<file path="src/sv/gtb_pkg.sv">
package gtb_pkg;

   // Block dimensions
   localparam int WINDOW_LEN = 256;
   localparam int HOP_LEN    = 64;
   localparam int TONE_COUNT = 32;

   localparam int WIN_W  = $clog2(WINDOW_LEN);
   localparam int HOP_W  = $clog2(HOP_LEN + 1);
   localparam int TONE_W = $clog2(TONE_COUNT);

   // Field widths
   localparam int SAMPLE_W   = 16;
   localparam int SELECT_W   = 5;
   localparam int COEF_W     = 17;
   localparam int TONE_NUM_W = 5;
   localparam int ENERGY_W   = 50;

   // Datapath widths
   localparam int ROM_W     = 16;
   localparam int HANN_FRAC = 15;
   localparam int COEF_FRAC = 14;
   localparam int STATE_W   = 32;
   localparam int PROD_W    = COEF_W + STATE_W;
   localparam int MULT_A_W  = PROD_W - COEF_FRAC;
   localparam int MULT_P_W  = MULT_A_W + STATE_W;
   localparam int ACC_W     = MULT_P_W + 1;

   // Commands
   localparam logic CMD_PUSH = 1'b0;
   localparam logic CMD_LOAD = 1'b1;

   // Coefficient bounds, +-2.0 in Q14
   localparam logic signed [COEF_W-1:0] COEF_MAX = 17'sd32768;
   localparam logic signed [COEF_W-1:0] COEF_MIN = -17'sd32768;

   typedef struct packed {
      logic                       valid;
      logic                       first;
      logic                       last;
      logic signed [SAMPLE_W-1:0] xw;
   } tap_type;

   typedef struct packed {
      logic signed [COEF_W-1:0]  coef;
      logic signed [STATE_W-1:0] s1;
      logic signed [STATE_W-1:0] s2;
   } cell_state_type;

   typedef logic [WINDOW_LEN-1:0][ROM_W-1:0] hann_rom_type;

   // Hann table, built at elaboration with exact integer math (Q60)
   localparam logic [63:0] PI_Q60   = 64'h3243F6A8885A308D;
   localparam logic [63:0] PI_STEP  = PI_Q60 / 64'(WINDOW_LEN);
   localparam logic [63:0] PI_REM   = PI_Q60 % 64'(WINDOW_LEN);
   localparam logic [63:0] HANN_MID = 64'd16384;
   localparam logic [63:0] HANN_TOP = 64'd32767;

   function automatic logic [63:0] mul_q60(input logic [63:0] a, input logic [63:0] b);
      logic [127:0] p;
      p = {64'd0, a} * {64'd0, b};
      return p[123:60];
   endfunction

   // Taylor series of sin(x), 0 <= x <= pi/2
   function automatic logic [63:0] sine_q60(input logic [63:0] x);
      logic [63:0] x2;
      logic [63:0] sum;
      logic [63:0] term;
      x2   = mul_q60(x, x);
      sum  = x;
      term = x;
      term = mul_q60(term, x2) / 64'd6;    sum = sum - term;
      term = mul_q60(term, x2) / 64'd20;   sum = sum + term;
      term = mul_q60(term, x2) / 64'd42;   sum = sum - term;
      term = mul_q60(term, x2) / 64'd72;   sum = sum + term;
      term = mul_q60(term, x2) / 64'd110;  sum = sum - term;
      term = mul_q60(term, x2) / 64'd156;  sum = sum + term;
      term = mul_q60(term, x2) / 64'd210;  sum = sum - term;
      term = mul_q60(term, x2) / 64'd272;  sum = sum + term;
      term = mul_q60(term, x2) / 64'd342;  sum = sum - term;
      term = mul_q60(term, x2) / 64'd420;  sum = sum + term;
      term = mul_q60(term, x2) / 64'd506;  sum = sum - term;
      term = mul_q60(term, x2) / 64'd600;  sum = sum + term;
      term = mul_q60(term, x2) / 64'd702;  sum = sum - term;
      term = mul_q60(term, x2) / 64'd812;  sum = sum + term;
      term = mul_q60(term, x2) / 64'd930;  sum = sum - term;
      term = mul_q60(term, x2) / 64'd1056; sum = sum + term;
      return sum;
   endfunction

   // 0.5 - 0.5cos(2a) = sin(a)^2, a = pi*m/WINDOW_LEN, rounded half up
   function automatic logic [ROM_W-1:0] hann_entry(input int unsigned n);
      logic [63:0] m;
      logic [63:0] x;
      logic [63:0] s;
      logic [63:0] sq;
      logic [63:0] v;
      m = 64'(n);
      if ((m << 1) > 64'(WINDOW_LEN)) m = 64'(WINDOW_LEN) - m;
      if ((m << 2) == 64'(WINDOW_LEN)) return HANN_MID[ROM_W-1:0];
      x  = PI_STEP * m + (PI_REM * m) / WINDOW_LEN;
      s  = sine_q60(x);
      sq = mul_q60(s, s);
      v  = ((sq >> 20) * HANN_TOP + (64'd1 << 39)) >> 40;
      if (v > HANN_TOP) v = HANN_TOP;
      return v[ROM_W-1:0];
   endfunction

   function automatic hann_rom_type hann_rom_build();
      hann_rom_type rom;
      for (int unsigned n = 0; n < WINDOW_LEN; n++) begin
         rom[n] = hann_entry(n);
      end
      return rom;
   endfunction

   localparam hann_rom_type HANN_ROM = hann_rom_build();

endpackage

</file>
<file path="src/sv/gtb_cell.sv">
// One Goertzel recurrence; windowed samples pass through to the next cell.
module gtb_cell (
   input  logic                              clock,
   input  logic                              reset,
   input  gtb_pkg::tap_type                  tap_in,
   input  logic                              coef_we,
   input  logic signed [gtb_pkg::COEF_W-1:0] coef_in,
   output gtb_pkg::tap_type                  tap_out,
   output gtb_pkg::cell_state_type           state_out
);

   gtb_pkg::tap_type                   tap_ff;
   logic signed [gtb_pkg::COEF_W-1:0]  coef_ff, coef_in_sel;
   logic signed [gtb_pkg::STATE_W-1:0] s1_ff, s1_in;
   logic signed [gtb_pkg::STATE_W-1:0] s2_ff, s2_in;

   logic signed [gtb_pkg::SAMPLE_W-1:0] xw;
   logic signed [gtb_pkg::STATE_W-1:0]  s1_use, s2_use;
   logic signed [gtb_pkg::PROD_W-1:0]   prod;
   logic signed [gtb_pkg::MULT_A_W-1:0] fb;
   logic signed [gtb_pkg::STATE_W+3:0]  s0_wide;

   assign xw     = tap_in.xw;
   // frame start: recurrence begins from zero state
   assign s1_use = tap_in.first ? '0 : s1_ff;
   assign s2_use = tap_in.first ? '0 : s2_ff;
   assign prod   = coef_ff * s1_use;
   assign fb     = prod[gtb_pkg::PROD_W-1:gtb_pkg::COEF_FRAC];
   assign s0_wide = (gtb_pkg::STATE_W+4)'(xw) + (gtb_pkg::STATE_W+4)'(fb)
                  - (gtb_pkg::STATE_W+4)'(s2_use);

   assign coef_in_sel = coef_we ? coef_in : coef_ff;
   assign s1_in = tap_in.valid ? s0_wide[gtb_pkg::STATE_W-1:0] : s1_ff;
   assign s2_in = tap_in.valid ? s1_use : s2_ff;

   always_ff @(posedge clock) begin
      if (reset) begin
         tap_ff  <= '0;
         coef_ff <= '0;
      end else begin
         tap_ff  <= tap_in;
         coef_ff <= coef_in_sel;
      end
   end

   always_ff @(posedge clock) begin
      s1_ff <= s1_in;
      s2_ff <= s2_in;
   end

   assign tap_out         = tap_ff;
   assign state_out.coef  = coef_ff;
   assign state_out.s1    = s1_ff;
   assign state_out.s2    = s2_ff;

endmodule

</file>
<file path="config.mk">
export PLATFORM = sky130hd
export DESIGN_NAME = gtb_cell
export DESIGN_NICKNAME = d
export VERILOG_FILES = /design/src/sv/gtb_pkg.sv /design/src/sv/gtb_cell.sv
export SDC_FILE = /design/constraint.sdc
export NUM_CORES = 2
export LEC_CHECK = 0
export ABC_AREA = 1
export BUFFER_PORTS_ARGS = -buffer_cell sky130_fd_sc_hd__buf_2
export CAP_MARGIN = 0
export CORE_MARGIN = 2
export CORE_UTILIZATION = 50
export CTS_CLUSTER_DIAMETER = 60
export DETAILED_ROUTE_END_ITERATION = 16
export GPL_ROUTABILITY_DRIVEN = 0
export PLACE_DENSITY_LB_ADDON = 0.25
export SYNTH_ARGS = -nofsm -noshare
export SYNTH_HDL_FRONTEND = slang
export SYNTH_SLANG_ARGS = --single-unit
</file>
<file path="constraint.sdc">
create_clock -name clock -period 10.69 [get_ports clock]
set_input_delay 1.069 -clock clock [delete_from_list [all_inputs] [get_ports clock]]
set_output_delay 1.069 -clock clock [all_outputs]
set_load 0.03 [all_outputs]
</file>
==> run_results.csv <==
group,metric,value,unit
outcome,status,"completed",
grt,grt_pass1_wl,124000,µm
logic_synthesis,muxShareOfSynthArea,0,%
cts,root_buffer,"clkbuf_16",
worst_setup_path,worstPathRequired,10840,ps
sta,hold_viol_final,0,
floorplan,die_h,223,µm
worst_setup_path,critPathKind,"in -> reg",
cts,cts_setup_buffers,0,
sta,tns,0,ps
sta,rsz0062_at_grt,"no",
floorplan,start_util,50.5,%
detailed_routing,drc_errors,0,
job,drv_cap,0,
worst_setup_path,cp-end-kind,"register",
cts,cts_tree,"done",
floorplan,design.portCount,139,
sta,skew,14.6,ps
finish,antennaDiodeCount,0,
worst_setup_path,critPathLaunchType,"primary input",
floorplan,rows,80,
logic_synthesis,syn-num-nets,3615,
cts,cts_resized,0,
sta,min_period_over_period,95.4,%
sta,layout_min_cycle_time,10200,ps
sta,tightestPinTransition,1120,ps
sta,finalSetupViolations,0,
logic_synthesis,synth_top_family_by_area,"adder cells",
grt,antenna_found_initial,0,
sta,max_freq,98.1,MHz
finish,areaGrowthSynthToFinish,6.89,%
logic_synthesis,synth_cell_type_count,46,
detailed_routing,drt-pass1-iter-count,6,
grt,grt_usage,33.4,%
detailed_routing,finalWirelength,79400,µm
logic_synthesis,yosys-top-cells-count,"inv_1 (735), nand2_1 (559), fa_1 (528), nor2_1 (383), ha_1 (139)",
place,io_buffers,138,
detailed_routing,dr.first_iter.drc_count,2013,
finish,layout.nets,3708,
logic_synthesis,netlist_instances,2909,
worst_setup_path,max_stage_delay,670,ps
detailed_routing,via_per_inst,5.55,
logic_synthesis,ys_ff_latch,100,
logic_synthesis,yosysMostFrequentCell,"inv_1",
logic_synthesis,yosys-top-cells-area,"fa_1 (44%), inv_1 (11%), nand2_1 (8.7%)",
detailed_routing,via_count,20100,
logic_synthesis,synthArstFlopShare,0,%
logic_synthesis,synth_compound_gate_area_share,5.08,%
cts,clock-sinks,100,
min_path,hp-class,"reg -> reg",
logic_synthesis,synth_area,24000,µm²
cts,hold_buffers,0,
place,dpl.hpwl,64900,µm
sta,maxSlewHeadroom,25.3,%
worst_setup_path,worstPathArrival,10340,ps
worst_setup_path,cp_num_buf_inv,10,
floorplan,die-area,49800,µm²
cts,clock_path_buffers,2,
worst_setup_path,cpLargestDelayFamily,"adder cells",
logic_synthesis,yosysSeqAreaShare,11.0,%
cts,numCtsBuffers,9,
finish,drive_gt1_share,7.08,%
detailed_routing,wl_per_cell,21.9,µm
logic_synthesis,synth_simple_gate_area_share,17.2,%
logic_synthesis,synth-xor-area-share,2.11,%
logic_synthesis,synth_top_area_share,44.0,%
cts,insertion_delay,410,ps
grt,overflow,0,
sta,drv_slew,0,
logic_synthesis,yosysWarnings,0,
logic_synthesis,synth_area_per_cell,8.26,µm²
grt,grt_max_degree,66,
detailed_routing,ant_nets,0,
logic_synthesis,synth_edf_count,64,
logic_synthesis,yosys.area_share.adder,51.3,%
floorplan,core-area,47500,µm²
logic_synthesis,synthFlopType,"edfxtp_1",
worst_setup_path,cp_common_cell,"nand2_1",
worst_setup_path,cp_slowest_cell,"inv_1",
cts,htreeDepth,3,
floorplan,die_x,223,µm
logic_synthesis,yosysTopAreaCell,"fa_1",
grt,grt_pass1_vias,21400,
cts,path_clk_slew,80,ps
worst_setup_path,cp_max_fo,36,
## registers in the layout, indices dropped and copies added, names as in the netlist
register / count
s1_ff: 32
coef_ff: 17
s2_ff: 32
tap_out: 19
## through the flow
stage          instances  setup slack [ps]  utilization [%]  cell area, µm²  hold slack (ps)
3_3_place_gp        3606               290             53.3           25400              721
5_1_grt             3622              52.3             54.0           25700              759
4_1_cts             3622               725             54.0           25700              750
2_1_floorplan       2909              1970                -           24000              643
6_report            3622               494             54.0           25700              753
3_5_place_dp        3606               349             53.3           25400              735
## layer usage
metal	track usage [%]	up-vias	share of wire, %
met3	9.10	207	12
met5	0	-	0
met4	13.8	0	4.8
met1	45.2	10100	39
met2	51.1	1168	44
li1	-	8666	-
## layout by cell type (no fill, tap or decap), types with 7 or more instances in the layout
master / Yosys / final
inv_1: 735 / 735
nand2_1: 559 / 559
fa_1: 528 / 528
nor2_1: 383 / 383
ha_1: 139 / 139
buf_2: 18 / 138
a21oi_1: 80 / 80
edfxtp_1: 64 / 64
nand3_1: 49 / 49
o21ai_0: 39 / 39
dfxtp_1: 36 / 36
buf_4: 0 / 35
xor2_1: 30 / 30
xnor2_1: 26 / 26
nor3_1: 18 / 18
a211oi_1: 17 / 17
a21o_1: 15 / 15
clkinv_1: 13 / 13
nand4_1: 13 / 13
clkbuf_16: 0 / 9
o21bai_1: 8 / 8
nand2_2: 7 / 7
a31oi_1: 7 / 7
nor4_1: 7 / 7
a21boi_0: 7 / 7
## worst min-delay path, delay by kind of cell, from the launching register on
family / cells / cell delay, ps
DFF: 1 / 320
buffers and inverters: 2 / 290
AOI/OAI and AO/OA: 1 / 110
## final cells by class
| type | instances | area (µm²) |
|---|---|---|
| clock buffers | 9 | 225 |
| repair buffers | 173 | 953 |
| well taps | 615 | 769 |
| flip-flops and latches | 100 | 2640 |
| multi-input cells | 1967 | 18200 |
| fillers | 4474 | 21900 |
| inverters | 751 | 2830 |
| clock inverters | 7 | 93.8 |
## final timing paths
| check | from | end | slack [ps] | cells past startpoint |
|---|---|---|---|---|
| worst max-delay path | tap_in[17] | s1_ff[26] | 490 | 38 |
| worst min-delay path | coef_ff[3] | coef_ff[3] | 750 | 3 |
| worst min register to register | coef_ff[3] | coef_ff[3] | 750 | 3 |
| worst max register to register | s1_ff[12] | s1_ff[26] | 1170 | 36 |
## kinds of logic (layout without fill, tap and decap cells)
family,count (synthesis),in the layout
buffers and inverters,842,940
DFF,100,100
adders and majority gates,667,667
and+or+nand+nor,1043,1043
xor gates and xnor gates,57,57
AOI/OAI and AO/OA,200,200
Power is not shown: default switching activity piles up to over one toggle a cycle in this logic, so the estimate is an artifact.
