**src/sv/gtb_pkg.sv**
```systemverilog
package gtb_pkg;

   // Block dimensions
   localparam int WINDOW_LEN = 256;
   localparam int HOP_LEN    = 64;
   localparam int TONE_COUNT = 32;

   localparam int WIN_W  = $clog2(WINDOW_LEN);
   localparam int HOP_W  = $clog2(HOP_LEN + 1);
   localparam int TONE_W = $clog2(TONE_COUNT);

   // Field widths
   localparam int SAMPLE_W   = 16;
   localparam int SELECT_W   = 5;
   localparam int COEF_W     = 17;
   localparam int TONE_NUM_W = 5;
   localparam int ENERGY_W   = 50;

   // Datapath widths
   localparam int ROM_W     = 16;
   localparam int HANN_FRAC = 15;
   localparam int COEF_FRAC = 14;
   localparam int STATE_W   = 32;
   localparam int PROD_W    = COEF_W + STATE_W;
   localparam int MULT_A_W  = PROD_W - COEF_FRAC;
   localparam int MULT_P_W  = MULT_A_W + STATE_W;
   localparam int ACC_W     = MULT_P_W + 1;

   // Commands
   localparam logic CMD_PUSH = 1'b0;
   localparam logic CMD_LOAD = 1'b1;

   // Coefficient bounds, +-2.0 in Q14
   localparam logic signed [COEF_W-1:0] COEF_MAX = 17'sd32768;
   localparam logic signed [COEF_W-1:0] COEF_MIN = -17'sd32768;

   typedef struct packed {
      logic                       valid;
      logic                       first;
      logic                       last;
      logic signed [SAMPLE_W-1:0] xw;
   } tap_type;

   typedef struct packed {
      logic signed [COEF_W-1:0]  coef;
      logic signed [STATE_W-1:0] s1;
      logic signed [STATE_W-1:0] s2;
   } cell_state_type;

   typedef logic [WINDOW_LEN-1:0][ROM_W-1:0] hann_rom_type;

   // Hann table, built at elaboration with exact integer math (Q60)
   localparam logic [63:0] PI_Q60   = 64'h3243F6A8885A308D;
   localparam logic [63:0] PI_STEP  = PI_Q60 / 64'(WINDOW_LEN);
   localparam logic [63:0] PI_REM   = PI_Q60 % 64'(WINDOW_LEN);
   localparam logic [63:0] HANN_MID = 64'd16384;
   localparam logic [63:0] HANN_TOP = 64'd32767;

   function automatic logic [63:0] mul_q60(input logic [63:0] a, input logic [63:0] b);
      logic [127:0] p;
      p = {64'd0, a} * {64'd0, b};
      return p[123:60];
   endfunction

   // Taylor series of sin(x), 0 <= x <= pi/2
   function automatic logic [63:0] sine_q60(input logic [63:0] x);
      logic [63:0] x2;
      logic [63:0] sum;
      logic [63:0] term;
      x2   = mul_q60(x, x);
      sum  = x;
      term = x;
      term = mul_q60(term, x2) / 64'd6;    sum = sum - term;
      term = mul_q60(term, x2) / 64'd20;   sum = sum + term;
      term = mul_q60(term, x2) / 64'd42;   sum = sum - term;
      term = mul_q60(term, x2) / 64'd72;   sum = sum + term;
      term = mul_q60(term, x2) / 64'd110;  sum = sum - term;
      term = mul_q60(term, x2) / 64'd156;  sum = sum + term;
      term = mul_q60(term, x2) / 64'd210;  sum = sum - term;
      term = mul_q60(term, x2) / 64'd272;  sum = sum + term;
      term = mul_q60(term, x2) / 64'd342;  sum = sum - term;
      term = mul_q60(term, x2) / 64'd420;  sum = sum + term;
      term = mul_q60(term, x2) / 64'd506;  sum = sum - term;
      term = mul_q60(term, x2) / 64'd600;  sum = sum + term;
      term = mul_q60(term, x2) / 64'd702;  sum = sum - term;
      term = mul_q60(term, x2) / 64'd812;  sum = sum + term;
      term = mul_q60(term, x2) / 64'd930;  sum = sum - term;
      term = mul_q60(term, x2) / 64'd1056; sum = sum + term;
      return sum;
   endfunction

   // 0.5 - 0.5cos(2a) = sin(a)^2, a = pi*m/WINDOW_LEN, rounded half up
   function automatic logic [ROM_W-1:0] hann_entry(input int unsigned n);
      logic [63:0] m;
      logic [63:0] x;
      logic [63:0] s;
      logic [63:0] sq;
      logic [63:0] v;
      m = 64'(n);
      if ((m << 1) > 64'(WINDOW_LEN)) m = 64'(WINDOW_LEN) - m;
      if ((m << 2) == 64'(WINDOW_LEN)) return HANN_MID[ROM_W-1:0];
      x  = PI_STEP * m + (PI_REM * m) / WINDOW_LEN;
      s  = sine_q60(x);
      sq = mul_q60(s, s);
      v  = ((sq >> 20) * HANN_TOP + (64'd1 << 39)) >> 40;
      if (v > HANN_TOP) v = HANN_TOP;
      return v[ROM_W-1:0];
   endfunction

   function automatic hann_rom_type hann_rom_build();
      hann_rom_type rom;
      for (int unsigned n = 0; n < WINDOW_LEN; n++) begin
         rom[n] = hann_entry(n);
      end
      return rom;
   endfunction

   localparam hann_rom_type HANN_ROM = hann_rom_build();

endpackage

```
**src/sv/gtb_feed.sv**
```systemverilog
// Sample ring, hop counter and windowing front end of the cell chain.
module gtb_feed (
   input  logic                                clock,
   input  logic                                reset,
   input  logic                                push,
   input  logic signed [gtb_pkg::SAMPLE_W-1:0] push_sample,
   output logic                                clearing,
   output logic                                frame_start,
   output gtb_pkg::tap_type                    tap_out
);

   logic signed [gtb_pkg::SAMPLE_W-1:0] ring [gtb_pkg::WINDOW_LEN];

   logic                          clear_ff, clear_in;
   logic [gtb_pkg::WIN_W-1:0]     clr_addr_ff, clr_addr_in;
   logic [gtb_pkg::WIN_W-1:0]     wp_ff, wp_in;
   logic [gtb_pkg::HOP_W-1:0]     hop_ff, hop_in;
   logic                          sweep_ff, sweep_in;
   logic [gtb_pkg::WIN_W-1:0]     idx_ff, idx_in;

   // read stage
   logic                          st1_valid_ff;
   logic                          st1_first_ff;
   logic                          st1_last_ff;
   logic [gtb_pkg::WIN_W-1:0]     st1_idx_ff;
   logic signed [gtb_pkg::SAMPLE_W-1:0] rd_data_ff;

   // window product stage
   logic                          st2_valid_ff;
   logic                          st2_first_ff;
   logic                          st2_last_ff;
   logic signed [2*gtb_pkg::SAMPLE_W-1:0] wprod_ff;

   gtb_pkg::tap_type              tap_ff, tap_in;

   logic                          last_slot;
   logic [gtb_pkg::WIN_W:0]       addr_sum;
   logic [gtb_pkg::WIN_W-1:0]     rd_addr;
   logic [gtb_pkg::WIN_W-1:0]     wp_inc;
   logic signed [gtb_pkg::ROM_W-1:0] rom_val;

   assign last_slot   = (idx_ff == gtb_pkg::WIN_W'(gtb_pkg::WINDOW_LEN - 1));
   assign frame_start = push && (hop_ff == gtb_pkg::HOP_W'(gtb_pkg::HOP_LEN - 1));
   assign wp_inc      = (wp_ff == gtb_pkg::WIN_W'(gtb_pkg::WINDOW_LEN - 1)) ?
                        '0 : wp_ff + 1'b1;
   // oldest sample sits at the write pointer
   assign addr_sum    = {1'b0, wp_ff} + {1'b0, idx_ff};
   assign rd_addr     = (addr_sum >= (gtb_pkg::WIN_W+1)'(gtb_pkg::WINDOW_LEN)) ?
                        gtb_pkg::WIN_W'(addr_sum - (gtb_pkg::WIN_W+1)'(gtb_pkg::WINDOW_LEN)) :
                        addr_sum[gtb_pkg::WIN_W-1:0];
   assign rom_val     = gtb_pkg::HANN_ROM[st1_idx_ff];
   assign clearing    = clear_ff;
   assign tap_out     = tap_ff;

   always_comb begin
      clear_in    = clear_ff;
      clr_addr_in = clr_addr_ff;
      wp_in       = wp_ff;
      hop_in      = hop_ff;
      sweep_in    = sweep_ff;
      idx_in      = idx_ff;
      if (clear_ff) begin
         clr_addr_in = clr_addr_ff + 1'b1;
         if (clr_addr_ff == gtb_pkg::WIN_W'(gtb_pkg::WINDOW_LEN - 1)) begin
            clear_in = 1'b0;
         end
      end
      if (push) begin
         wp_in  = wp_inc;
         hop_in = frame_start ? '0 : hop_ff + 1'b1;
      end
      if (frame_start) begin
         sweep_in = 1'b1;
         idx_in   = '0;
      end else if (sweep_ff) begin
         idx_in = idx_ff + 1'b1;
         if (last_slot) begin
            sweep_in = 1'b0;
         end
      end
      tap_in.valid = st2_valid_ff;
      tap_in.first = st2_first_ff;
      tap_in.last  = st2_last_ff;
      tap_in.xw    = wprod_ff[gtb_pkg::HANN_FRAC+gtb_pkg::SAMPLE_W-1:gtb_pkg::HANN_FRAC];
   end

   always_ff @(posedge clock) begin
      if (reset) begin
         clear_ff     <= 1'b1;
         clr_addr_ff  <= '0;
         wp_ff        <= '0;
         hop_ff       <= '0;
         sweep_ff     <= 1'b0;
         idx_ff       <= '0;
         st1_valid_ff <= 1'b0;
         st2_valid_ff <= 1'b0;
         tap_ff       <= '0;
      end else begin
         clear_ff     <= clear_in;
         clr_addr_ff  <= clr_addr_in;
         wp_ff        <= wp_in;
         hop_ff       <= hop_in;
         sweep_ff     <= sweep_in;
         idx_ff       <= idx_in;
         st1_valid_ff <= sweep_ff;
         st2_valid_ff <= st1_valid_ff;
         tap_ff       <= tap_in;
      end
   end

   always_ff @(posedge clock) begin
      if (clear_ff) begin
         ring[clr_addr_ff] <= '0;
      end else if (push) begin
         ring[wp_ff] <= push_sample;
      end
      rd_data_ff   <= ring[rd_addr];
      st1_first_ff <= (idx_ff == '0);
      st1_last_ff  <= last_slot;
      st1_idx_ff   <= idx_ff;
      st2_first_ff <= st1_first_ff;
      st2_last_ff  <= st1_last_ff;
      wprod_ff     <= rd_data_ff * rom_val;
   end

endmodule

```
**config.mk**
```make
export PLATFORM = sky130hd
export DESIGN_NAME = gtb_feed
export DESIGN_NICKNAME = d
export VERILOG_FILES = /design/src/sv/gtb_pkg.sv /design/src/sv/gtb_feed.sv
export SDC_FILE = /design/constraint.sdc
export NUM_CORES = 2
export LEC_CHECK = 0
export BUFFER_PORTS_ARGS = -buffer_cell sky130_fd_sc_hd__buf_2
export CAP_MARGIN = 40
export CORE_MARGIN = 2
export CORE_UTILIZATION = 30
export CTS_BUF_LIST = sky130_fd_sc_hd__clkbuf_8
export DETAILED_ROUTE_END_ITERATION = 7
export PLACE_DENSITY = 0.44
export SYNTH_ARGS = -nofsm -noshare
export SYNTH_HDL_FRONTEND = slang
export SYNTH_SLANG_ARGS = --single-unit
```
**constraint.sdc**
```tcl
create_clock -name clock -period 5.8 [get_ports clock]
set_input_delay 0.29 -clock clock [delete_from_list [all_inputs] [get_ports clock]]
set_output_delay 0.29 -clock clock [all_outputs]
set_load 0.03 [all_outputs]
```
==> flow_metrics.py <==
metrics = {
    "die": {
        "io_pins": 40,
        "die-width_um": 764,
        "start_util_pct": 30.1,
        "die-area_sq_um": 584000,
        "die_y_um": 764,
        "coreArea_sq_um": 576000,
        "rows": 279,
    },
    "yosys": {
        "ys_seq_area_share_pct": 72.2,
        "yosysTopAreaCell": "edfxtp_1",
        "yosys-top-cells-area": "edfxtp_1, mux4_2, fa_1, mux2i_1, dfxtp_1",
        "synth_seq_cells": 4201,
        "yosys_warnings": 0,
        "synth.cell_area_sq_um": 173000,
        "syn_inst": 8282,
        "synth_flop_cell": "edfxtp_1",
        "synth_nets": 8647,
        "ys_async_sr_fraction_pct": 0,
        "synth_area_per_cell_sq_um": 20.9,
        "synth_top_cell_area_share_pct": 71.0,
        "synth_edf_count": 4096,
        "synth_cell_types": 69,
    },
    "clocking": {
        "clk_path_buf_depth": 4,
        "cts_root_buf": "clkbuf_8",
        "htree_levels": 6,
        "clock_sinks": 4201,
        "clk_pin_slew_ns": 0.06,
        "worstSkewPairLatency_ns": 1.28,
        "cts-buffers-inserted": 716,
        "cts_tree": "done",
    },
    "drt": {
        "routed-via-count": 87559,
        "first_iter_violations": 8575,
        "drc": 0,
        "drtAntennaViolNets": 0,
        "dr.pass1.iters": 5,
        "drt-wirelength-per-cell_um": 28.9,
        "viasPerCell": 4.99,
        "routed_wl_um": 508000,
    },
    "critical_path": {
        "crit_required_ns": 6.88,
        "cp.arrival_ns": 6.69,
        "crit_fanout": 6,
        "worstSetupEndpointType": "flip-flop",
        "path_class": "flip-flop to flip-flop",
        "crit_path_start_kind": "flip-flop",
    },
    "power": {
        "irDropWorstVdd_v": 0.000269,
        "report.power.total_uw": 60900,
        "power.density_nw_per_um2": 303,
        "p_leak_uw": 0.0700,
    },
    "sta": {
        "fin_skew_ns": 0.127,
        "slew_viol_final": 0,
        "hold_violations": 0,
        "relSlewSlack_pct": 14.9,
        "period_share_pct": 96.7,
        "setup_viol": 0,
        "fmax_ghz": 0.178,
        "rsz0062_at_grt": "true",
        "fin_crit_ns": 5.61,
        "tightest_slew_ns": 1.28,
        "setup_tns_ns": 0,
    },
    "final_layout": {
        "final_util_pct": 34.9,
        "mostFrequentLayoutCell": "edfxtp_1",
        "final_cell_mix": "edfxtp_1, mux4_2, clkbuf_8, buf_4, inv_1",
        "nets": 9627,
        "final_area_sq_um": 201000,
        "drive_gt1_share_pct": 30.4,
        "areaGrowthSynthToFinish_pct": 16.0,
    },
    "global_route": {
        "grt-ovfl-total": 0,
        "antenna_found_initial": 36,
        "track_usage_pct": 17.1,
        "grt_pass1_wl_um": 715000,
        "grt_max_degree": 161,
        "grt_pass1_vias": 91832,
    },
    "placed_design": {
        "gp_congestion": 0.856,
        "io_buffers": 39,
        "place_area_sq_um": 188000,
        "dp_hpwl_um": 310000,
    },
    "flow_run": {
        "max_cap_violations": 0,
    },
    "min_path": {
        "hold_path.class": "primary input to flip-flop",
    },
    "outcome": {
        "status": "completed",
    },
}
kinds of logic after synthesis:
group	Yosys count	synth area share (%)
compound gates	385	1.45
xor+xnor	57	0.288
fa+ha+maj	346	3.54
buf+inv	767	1.81
flops	4201	72.2
mux	1536	18.1
simple gates	990	2.58
worst max-delay path, cell delays in order, from the launching register on:
cell and delay, ns:
dfxtp_4 0.34, buf_4 0.15, and2_1 0.17, fa_1 0.47, inv_1 0.05, fa_2 0.55
fa_2 0.44, fa_1 0.54, inv_1 0.05, fa_1 0.47, inv_1 0.05, fa_1 0.49
inv_2 0.05, ha_4 0.27, nand4_1 0.10, nor2_2 0.14, nand3_1 0.08, o211ai_1 0.26
a21oi_1 0.11, buf_4 0.18, o311ai_4 0.24, a31oi_1 0.15, xnor2_1 0.14
layout make-up:
cell class | count | area (sq um)
Antenna cell | 15 | 37.5
Clock buffer | 726 | 9990
Clock inverter | 531 | 2760
Fill cell | 53894 | 375000
Inverter | 289 | 1080
Multi-Input combinational cell | 3314 | 45600
Sequential cell | 4201 | 125000
Tap cell | 7727 | 9670
Timing Repair Buffer | 740 | 6780
cells in the mapped netlist (39+ instances only):
cell      number
edfxtp_1    4096
mux4_2      1285
nor2_1       388
inv_1        286
nand2_1      273
clkbuf_1     263
mux2i_1      250
fa_1         241
buf_2        146
and2_1       136
dfxtp_1      105
ha_1         105
a21oi_1      101
o21ai_0       94
buf_1         53
nor3_1        42
xnor2_1       39
metrics by stage:
stage / hold WS (ns) / cells / worst slack [ns]
2_1_floorplan: 0.310 / 8282 / 0.0180
3_5_place_dp: 0.325 / 16239 / -0.338
3_3_place_gp: 0.314 / 16219 / -0.354
4_1_cts: 0.0264 / 17520 / -0.0271
5_1_grt: 0.117 / 17530 / -0.0936
6_report: 0.194 / 17543 / 0.190
power by group:
part           switching [uW]  internal [uW]
Clock                   12300          12100
Sequential               52.6          32900
Combinational            1920           1640
Total                   14300          46600
path summary, 6_finish.rpt:
check	cells after the start	start	to	slack [ns]
setup reg to reg	22	rom_val[6]	wprod_ff[30]	0.19
hold reg to reg	0	st1_last_ff	st2_last_ff	0.34
setup / recovery	22	rom_val[6]	wprod_ff[30]	0.19
hold / removal	3	push_sample[7]	ring[78][7]	0.19
routing by layer:
layer / wire, um / track usage, %
met1: 228000 / 24.4
met2: 238000 / 27.2
met3: 29700 / 2.82
met4: 12500 / 4.24
met5: 64 / 0
timing repair:
item / in CTS / in global routing
hold buffers: 23 / 0
gates resized for setup: 11 / 54
endpoints found under the setup margin: 10 / 11
pin swaps: 1 / 23
endpoints found under the hold margin: 2519 / 0
setup buffers: 1 / 4
state kept, by name, indices dropped and copies added, names as in the netlist:
signal / count
clearing: 1
tap_out: 19
st1_last_ff: 1
wp_ff: 8
idx_ff: 8
st2_last_ff: 1
rd_data_ff: 16
hop_ff: 7
clr_addr_ff: 8
rom_val: 15
st1_valid_ff: 1
sweep_ff: 1
wprod_ff: 16
st2_valid_ff: 1
st1_first_ff: 1
st2_first_ff: 1
ring: 4096
Note: power is estimated with default switching activity, not from simulation.
