--- src/sv/gtb_pkg.sv ---
package gtb_pkg;

   // Block dimensions
   localparam int WINDOW_LEN = 256;
   localparam int HOP_LEN    = 64;
   localparam int TONE_COUNT = 32;

   localparam int WIN_W  = $clog2(WINDOW_LEN);
   localparam int HOP_W  = $clog2(HOP_LEN + 1);
   localparam int TONE_W = $clog2(TONE_COUNT);

   // Field widths
   localparam int SAMPLE_W   = 16;
   localparam int SELECT_W   = 5;
   localparam int COEF_W     = 17;
   localparam int TONE_NUM_W = 5;
   localparam int ENERGY_W   = 50;

   // Datapath widths
   localparam int ROM_W     = 16;
   localparam int HANN_FRAC = 15;
   localparam int COEF_FRAC = 14;
   localparam int STATE_W   = 32;
   localparam int PROD_W    = COEF_W + STATE_W;
   localparam int MULT_A_W  = PROD_W - COEF_FRAC;
   localparam int MULT_P_W  = MULT_A_W + STATE_W;
   localparam int ACC_W     = MULT_P_W + 1;

   // Commands
   localparam logic CMD_PUSH = 1'b0;
   localparam logic CMD_LOAD = 1'b1;

   // Coefficient bounds, +-2.0 in Q14
   localparam logic signed [COEF_W-1:0] COEF_MAX = 17'sd32768;
   localparam logic signed [COEF_W-1:0] COEF_MIN = -17'sd32768;

   typedef struct packed {
      logic                       valid;
      logic                       first;
      logic                       last;
      logic signed [SAMPLE_W-1:0] xw;
   } tap_type;

   typedef struct packed {
      logic signed [COEF_W-1:0]  coef;
      logic signed [STATE_W-1:0] s1;
      logic signed [STATE_W-1:0] s2;
   } cell_state_type;

   typedef logic [WINDOW_LEN-1:0][ROM_W-1:0] hann_rom_type;

   // Hann table, built at elaboration with exact integer math (Q60)
   localparam logic [63:0] PI_Q60   = 64'h3243F6A8885A308D;
   localparam logic [63:0] PI_STEP  = PI_Q60 / 64'(WINDOW_LEN);
   localparam logic [63:0] PI_REM   = PI_Q60 % 64'(WINDOW_LEN);
   localparam logic [63:0] HANN_MID = 64'd16384;
   localparam logic [63:0] HANN_TOP = 64'd32767;

   function automatic logic [63:0] mul_q60(input logic [63:0] a, input logic [63:0] b);
      logic [127:0] p;
      p = {64'd0, a} * {64'd0, b};
      return p[123:60];
   endfunction

   // Taylor series of sin(x), 0 <= x <= pi/2
   function automatic logic [63:0] sine_q60(input logic [63:0] x);
      logic [63:0] x2;
      logic [63:0] sum;
      logic [63:0] term;
      x2   = mul_q60(x, x);
      sum  = x;
      term = x;
      term = mul_q60(term, x2) / 64'd6;    sum = sum - term;
      term = mul_q60(term, x2) / 64'd20;   sum = sum + term;
      term = mul_q60(term, x2) / 64'd42;   sum = sum - term;
      term = mul_q60(term, x2) / 64'd72;   sum = sum + term;
      term = mul_q60(term, x2) / 64'd110;  sum = sum - term;
      term = mul_q60(term, x2) / 64'd156;  sum = sum + term;
      term = mul_q60(term, x2) / 64'd210;  sum = sum - term;
      term = mul_q60(term, x2) / 64'd272;  sum = sum + term;
      term = mul_q60(term, x2) / 64'd342;  sum = sum - term;
      term = mul_q60(term, x2) / 64'd420;  sum = sum + term;
      term = mul_q60(term, x2) / 64'd506;  sum = sum - term;
      term = mul_q60(term, x2) / 64'd600;  sum = sum + term;
      term = mul_q60(term, x2) / 64'd702;  sum = sum - term;
      term = mul_q60(term, x2) / 64'd812;  sum = sum + term;
      term = mul_q60(term, x2) / 64'd930;  sum = sum - term;
      term = mul_q60(term, x2) / 64'd1056; sum = sum + term;
      return sum;
   endfunction

   // 0.5 - 0.5cos(2a) = sin(a)^2, a = pi*m/WINDOW_LEN, rounded half up
   function automatic logic [ROM_W-1:0] hann_entry(input int unsigned n);
      logic [63:0] m;
      logic [63:0] x;
      logic [63:0] s;
      logic [63:0] sq;
      logic [63:0] v;
      m = 64'(n);
      if ((m << 1) > 64'(WINDOW_LEN)) m = 64'(WINDOW_LEN) - m;
      if ((m << 2) == 64'(WINDOW_LEN)) return HANN_MID[ROM_W-1:0];
      x  = PI_STEP * m + (PI_REM * m) / WINDOW_LEN;
      s  = sine_q60(x);
      sq = mul_q60(s, s);
      v  = ((sq >> 20) * HANN_TOP + (64'd1 << 39)) >> 40;
      if (v > HANN_TOP) v = HANN_TOP;
      return v[ROM_W-1:0];
   endfunction

   function automatic hann_rom_type hann_rom_build();
      hann_rom_type rom;
      for (int unsigned n = 0; n < WINDOW_LEN; n++) begin
         rom[n] = hann_entry(n);
      end
      return rom;
   endfunction

   localparam hann_rom_type HANN_ROM = hann_rom_build();

endpackage

--- src/sv/gtb_if.sv ---


interface gtb_rsp_if;
   logic                              valid;
   logic                              ready;
   logic [gtb_pkg::TONE_NUM_W-1:0]    tone_number;
   logic [gtb_pkg::ENERGY_W-1:0]      tone_energy;
   logic                              last_tone;

   modport source (output valid, tone_number, tone_energy, last_tone, input ready);
   modport sink (input valid, tone_number, tone_energy, last_tone, output ready);
endinterface

--- src/sv/gtb_power.sv ---
// Shared power unit: s1^2 + s2^2 - ((c*s1)>>14)*s2 over five steps per tone.
module gtb_power (
   input  logic                          clock,
   input  logic                          reset,
   input  logic                          start,
   input  gtb_pkg::cell_state_type       tone_state,
   output logic [gtb_pkg::TONE_W-1:0]    tone_sel,
   output logic                          busy,
   gtb_rsp_if.source                     rsp_chan
);

   localparam logic [2:0] STEP_SQ1 = 3'd0;
   localparam logic [2:0] STEP_SQ2 = 3'd1;
   localparam logic [2:0] STEP_CS  = 3'd2;
   localparam logic [2:0] STEP_PS  = 3'd3;
   localparam logic [2:0] STEP_OUT = 3'd4;

   logic                                 active_ff, active_in;
   logic [2:0]                           step_ff, step_in;
   logic [gtb_pkg::TONE_W-1:0]           tone_ff, tone_in;
   logic signed [gtb_pkg::MULT_P_W-1:0]  prod_ff;
   logic signed [gtb_pkg::ACC_W-1:0]     acc_ff, acc_in;
   logic                                 out_valid_ff, out_valid_in;
   logic [gtb_pkg::TONE_NUM_W-1:0]       out_tone_ff;
   logic [gtb_pkg::ENERGY_W-1:0]         out_energy_ff;
   logic                                 out_last_ff;

   logic signed [gtb_pkg::STATE_W-1:0]   st_s1, st_s2;
   logic signed [gtb_pkg::COEF_W-1:0]    st_coef;
   logic signed [gtb_pkg::MULT_A_W-1:0]  op_a;
   logic signed [gtb_pkg::STATE_W-1:0]   op_b;
   logic signed [gtb_pkg::MULT_P_W-1:0]  mult;
   logic signed [gtb_pkg::ACC_W-1:0]     total;
   logic [gtb_pkg::ENERGY_W-1:0]         energy;
   logic                                 tone_last;
   logic                                 out_free;
   logic                                 out_load;

   assign st_s1   = tone_state.s1;
   assign st_s2   = tone_state.s2;
   assign st_coef = tone_state.coef;

   always_comb begin
      case (step_ff)
         STEP_SQ1: begin
            op_a = gtb_pkg::MULT_A_W'(st_s1);
            op_b = st_s1;
         end
         STEP_SQ2: begin
            op_a = gtb_pkg::MULT_A_W'(st_s2);
            op_b = st_s2;
         end
         STEP_CS: begin
            op_a = gtb_pkg::MULT_A_W'(st_coef);
            op_b = st_s1;
         end
         STEP_PS: begin
            // (c*s1) >> 14 taken straight from the product register
            op_a = prod_ff[gtb_pkg::PROD_W-1:gtb_pkg::COEF_FRAC];
            op_b = st_s2;
         end
         default: begin
            op_a = '0;
            op_b = '0;
         end
      endcase
   end

   assign mult      = op_a * op_b;
   assign total     = acc_ff - gtb_pkg::ACC_W'(prod_ff);
   assign tone_last = (tone_ff == gtb_pkg::TONE_W'(gtb_pkg::TONE_COUNT - 1));
   assign out_free  = !out_valid_ff || rsp_chan.ready;
   assign out_load  = active_ff && (step_ff == STEP_OUT) && out_free;

   always_comb begin
      if (total[gtb_pkg::ACC_W-1]) begin
         energy = '0;
      end else if (|total[gtb_pkg::ACC_W-2:gtb_pkg::ENERGY_W]) begin
         energy = '1;
      end else begin
         energy = total[gtb_pkg::ENERGY_W-1:0];
      end
   end

   always_comb begin
      active_in    = active_ff;
      step_in      = step_ff;
      tone_in      = tone_ff;
      acc_in       = acc_ff;
      out_valid_in = out_valid_ff;
      if (rsp_chan.ready) begin
         out_valid_in = 1'b0;
      end
      if (start) begin
         active_in = 1'b1;
         step_in   = STEP_SQ1;
         tone_in   = '0;
      end else if (active_ff) begin
         case (step_ff)
            STEP_SQ1: step_in = STEP_SQ2;
            STEP_SQ2: begin
               step_in = STEP_CS;
               acc_in  = gtb_pkg::ACC_W'(prod_ff);
            end
            STEP_CS: begin
               step_in = STEP_PS;
               acc_in  = acc_ff + gtb_pkg::ACC_W'(prod_ff);
            end
            STEP_PS: step_in = STEP_OUT;
            STEP_OUT: begin
               if (out_free) begin
                  out_valid_in = 1'b1;
                  step_in      = STEP_SQ1;
                  if (tone_last) begin
                     active_in = 1'b0;
                  end else begin
                     tone_in = tone_ff + 1'b1;
                  end
               end
            end
            default: step_in = STEP_SQ1;
         endcase
      end
   end

   always_ff @(posedge clock) begin
      if (reset) begin
         active_ff    <= 1'b0;
         step_ff      <= STEP_SQ1;
         tone_ff      <= '0;
         out_valid_ff <= 1'b0;
      end else begin
         active_ff    <= active_in;
         step_ff      <= step_in;
         tone_ff      <= tone_in;
         out_valid_ff <= out_valid_in;
      end
   end

   always_ff @(posedge clock) begin
      acc_ff <= acc_in;
      if (step_ff != STEP_OUT) begin
         prod_ff <= mult;
      end
      if (out_load) begin
         out_tone_ff   <= gtb_pkg::TONE_NUM_W'(tone_ff);
         out_energy_ff <= energy;
         out_last_ff   <= tone_last;
      end
   end

   // the last result may wait in the output register without holding off req
   assign tone_sel             = tone_ff;
   assign busy                 = active_ff;
   assign rsp_chan.valid       = out_valid_ff;
   assign rsp_chan.tone_number = out_tone_ff;
   assign rsp_chan.tone_energy = out_energy_ff;
   assign rsp_chan.last_tone   = out_last_ff;

endmodule

--- src/flat_wrapper.sv ---
// flat-port wrapper written by rule: the top's interface ports become plain ports
module gtb_power_flat 
  (clock, reset, start, tone_state, tone_sel, busy, rsp_chan_valid, rsp_chan_tone_number, rsp_chan_tone_energy, rsp_chan_last_tone, rsp_chan_ready);
  gtb_rsp_if rsp_chan_i ();
  input  logic clock;
  input  logic reset;
  input  logic start;
  input  gtb_pkg::cell_state_type tone_state;
  output logic [gtb_pkg::TONE_W-1:0] tone_sel;
  output logic busy;
  output wire logic [$bits(rsp_chan_i.valid)-1:0] rsp_chan_valid;
  output wire logic [$bits(rsp_chan_i.tone_number)-1:0] rsp_chan_tone_number;
  output wire logic [$bits(rsp_chan_i.tone_energy)-1:0] rsp_chan_tone_energy;
  output wire logic [$bits(rsp_chan_i.last_tone)-1:0] rsp_chan_last_tone;
  input wire logic [$bits(rsp_chan_i.ready)-1:0] rsp_chan_ready;
  assign rsp_chan_valid = rsp_chan_i.valid;
  assign rsp_chan_tone_number = rsp_chan_i.tone_number;
  assign rsp_chan_tone_energy = rsp_chan_i.tone_energy;
  assign rsp_chan_last_tone = rsp_chan_i.last_tone;
  assign rsp_chan_i.ready = rsp_chan_ready;
  gtb_power u_core (.clock(clock), .reset(reset), .start(start), .tone_state(tone_state), .tone_sel(tone_sel), .busy(busy), .rsp_chan(rsp_chan_i));
endmodule
--- config.mk ---
export PLATFORM = sky130hd
export DESIGN_NAME = gtb_power_flat
export DESIGN_NICKNAME = d
export VERILOG_FILES = /design/src/sv/gtb_pkg.sv /design/src/sv/gtb_if.sv /design/src/sv/gtb_power.sv /design/src/flat_wrapper.sv
export SDC_FILE = /design/constraint.sdc
export NUM_CORES = 2
export LEC_CHECK = 0
export ABC_CLOCK_PERIOD_IN_PS = 12260
export BUFFER_PORTS_ARGS = -buffer_cell sky130_fd_sc_hd__buf_2
export CAP_MARGIN = 20
export CORE_ASPECT_RATIO = 1.75
export CORE_UTILIZATION = 38
export CTS_CLUSTER_SIZE = 20
export DETAILED_ROUTE_END_ITERATION = 6
export PLACE_DENSITY = 0.52
export SYNTH_ARGS = -nofsm -noshare
export SYNTH_HDL_FRONTEND = slang
export SYNTH_SLANG_ARGS = --single-unit
--- constraint.sdc ---
create_clock -name clock -period 12.26 [get_ports clock]
set_input_delay 2.452 -clock clock [delete_from_list [all_inputs] [get_ports clock]]
set_output_delay 2.452 -clock clock [all_outputs]
set_load 0.01 [all_outputs]
==> results_dict.tcl <==
set metrics [dict create \
    drtPass1Iterations 7 \
    worst-setup-path-type "in2reg" \
    avgSynthCellArea_um2 8.92 \
    routed_wl_um 216000 \
    grt_pass1_vias 47900 \
    ys_seq_area_frac 0.109 \
    synth_compound_area_frac 0.102 \
    synth.area.mux_share 0.0103 \
    skew_ps 59.0 \
    slowest_stage "o22ai_1" \
    syn2layout_area_growth_pct 7.88 \
    cts_resized 0 \
    layout_commonest_cell "fa_1" \
    postCtsSetupRepairBufs 0 \
    yosys.area_share.xor_xnor 0.0316 \
    cp_data_arrival_time_ps 11960 \
    antenna_found_initial 5 \
    place_hpwl_um 180000 \
    tritoncts "built" \
    die_h_um 504 \
    holdBufCountCts 0 \
    critical_path.max_fanout 10 \
    post-route-period-util 0.947 \
    coreArea_um2 142000 \
    synth_top_flop_cell "edfxtp_1" \
    worstPathRequired_ps 12610 \
    ys_ff_latch 201 \
    crit_top_cell "fa_1" \
    min_period_ps 11610 \
    viasPerCell 5.50 \
    setup_viol 0 \
    yosys_warnings 0 \
    syn-num-nets 7714 \
    portBuffers 147 \
    fin_cells 8040 \
    final-max-slew-violation-count 0 \
    synth_cells 6129 \
    reg2reg_to "u_core.prod_ff[65]" \
    startpoint_type "input port" \
    io_pins 148 \
    syn_area_um2 54600 \
    max-cap-violations 0 \
    grt_overflow 0 \
    hp-class "reg2reg" \
    r2r-start "u_core.step_ff[0]" \
    startpoint "tone_state[9]" \
    hold_viol 0 \
    placed_cells 7995 \
    synth_fa_ha_area_frac 0.505 \
    rsz0062_at_grt "no" \
    mostFrequentLayoutCells "1,174 x fa_1, 1,160 x inv_1, 780 x nor2_1" \
    slowest_delay_ps 700 \
    ant_nets 0 \
    r2r_setup_slack_ps 1310 \
    end_kind "flop" \
    clk_pin_slew_ps 60 \
    worstRegToRegCells 29 \
    die_area_um2 145000 \
    ys_async_sr_fraction 0 \
    rows 183 \
    grt_first_pass_wirelength_um 312000 \
    insertion_delay_ps 600 \
    dieWidth_um 289 \
    final.setup.tns_ps 0 \
    synth_edf_count 191 \
    gp_congestion 0.993 \
    clockBufferDepth 3 \
    yosysUniqueCellTypes 84 \
    relSlewSlack 0.281 \
    holdWs_ps 497 \
    synth-simple-area-share 0.139 \
    crit_end "u_core.prod_ff[65]" \
    cts_made_buffers 24 \
    initial_core_util 0.384 \
    grt_usage 0.301 \
    drtIter0Drc 2831 \
    max_freq_ghz 0.0861 \
    vias 44200 \
    synth_top_family_by_area "adder cells" \
    whs_path_depth 0 \
    grt_max_degree 77 \
    status "finished clean" \
    htree_levels 1 \
    cts_root_buffer "clkbuf_16" \
    tightest_slew_ps 1080 \
    clock_sinks 201 \
    fin_nets 7757 \
    wire_per_inst_um 26.9 \
    drc 0 \
    drive_above_1_share 0.0858 \
]
[logic make-up (layout without fill, tap and decap cells)]
kind of cell    after synthesis  in the layout
simple gates               1822           1822
xor+xnor                    197            197
mux                          56             56
compound gates              854            854
other cells                   0              1
buf+inv                    1499           1559
fa+ha+maj                  1500           1500
flops                       201            201
[area by class of cell]
type	count	area, µm²
Inverter	1171	4400
Tap cell	1850	2310
Timing Repair Buffer	345	2350
Antenna cell	1	2.50
Fill cell	14400	83500
Clock buffer	26	618
Clock inverter	17	184
Sequential cell	201	5940
Multi-Input combinational cell	4429	43100
[metrics by stage]
| step | utilization | area (µm²) | setup slack, ps |
|---|---|---|---|
| after global routing | 0.414 | 59000 | 417 |
| after detailed placement | 0.408 | 58100 | 187 |
| final | 0.414 | 59000 | 650 |
| after global placement | 0.408 | 58100 | 190 |
| after floorplan | - | 54600 | 1160 |
| after CTS | 0.414 | 58900 | 782 |
[layer usage]
metal,part of all wire,routed length [µm],GRT usage,vias up
met5,0.000055,12,0,-
met4,0.11,24700,0.277,2
met3,0.050,10800,0.0325,762
met2,0.53,114000,0.557,1807
met1,0.31,66900,0.289,22600
li1,-,-,-,19000
[worst max-delay path, delay by kind of cell]
family | cells | cell delay (ps)
adder cells (fa/ha/maj) | 9 | 3940
AO/OA/AOI/OAI | 10 | 3350
buffers and inverters | 6 | 760
AND/OR/NAND/NOR | 3 | 1160
XOR/XNOR | 1 | 90
multiplexers | 1 | 190
[flip-flops by register name, summed over array words and instances, names as in the netlist]
name,count
u_core.acc_ff,68
u_core.rsp_chan.last_tone,1
u_core.rsp_chan.tone_number,5
u_core.tone_sel,5
u_core.busy,1
u_core.rsp_chan.valid,1
u_core.step_ff,3
u_core.rsp_chan.tone_energy,50
u_core.prod_ff,67
[cells in the mapped netlist (9+ instances only)]
cell type  count  area share
fa_1        1174        0.43
inv_1       1161       0.080
nor2_1       796       0.055
nand2_1      715       0.049
ha_1         326       0.075
clkbuf_1     278       0.019
a21oi_1      249       0.023
edfxtp_1     191        0.10
xnor2_1      163       0.026
o21ai_0      159       0.015
a21o_1        64      0.0088
mux2i_1       54      0.0099
a21oi_2       50      0.0080
nor3_1        50      0.0046
nand3_1       44      0.0040
o21bai_1      42      0.0058
or2_2         39      0.0045
o22ai_1       37      0.0042
o22a_1        34      0.0054
o31ai_1       34      0.0047
xor2_1        34      0.0054
buf_1         33      0.0023
nand2b_1      32      0.0037
nand4_1       29      0.0033
nor2b_1       28      0.0032
nor4_1        27      0.0031
o21a_1        25      0.0034
a211oi_1      18      0.0025
o21ai_1       17      0.0016
and3_1        15      0.0017
a31oi_1       14      0.0016
o211ai_1      13      0.0018
a221o_1       10      0.0018
buf_2         10     0.00092
dfxtp_1       10      0.0037
a211o_1        9      0.0014
and2_1         9      0.0010
or3_1          9      0.0010
[worst min-delay path by stage]
stage,startpoint,slack [ps],end
finish,u_core.tone_sel[4],500,u_core.rsp_chan.tone_number[4]
global route,u_core.tone_sel[4],530,u_core.rsp_chan.tone_number[4]
CTS,u_core.tone_sel[4],500,u_core.rsp_chan.tone_number[4]
floorplan,u_core.tone_sel[4],530,u_core.rsp_chan.tone_number[4]
detailed placement,u_core.tone_sel[4],480,u_core.rsp_chan.tone_number[4]
global placement,u_core.tone_sel[4],490,u_core.rsp_chan.tone_number[4]
Power is left out: the tool's default activity adds up to more than one toggle a clock period on the data nets, which glitch-free logic cannot reach.
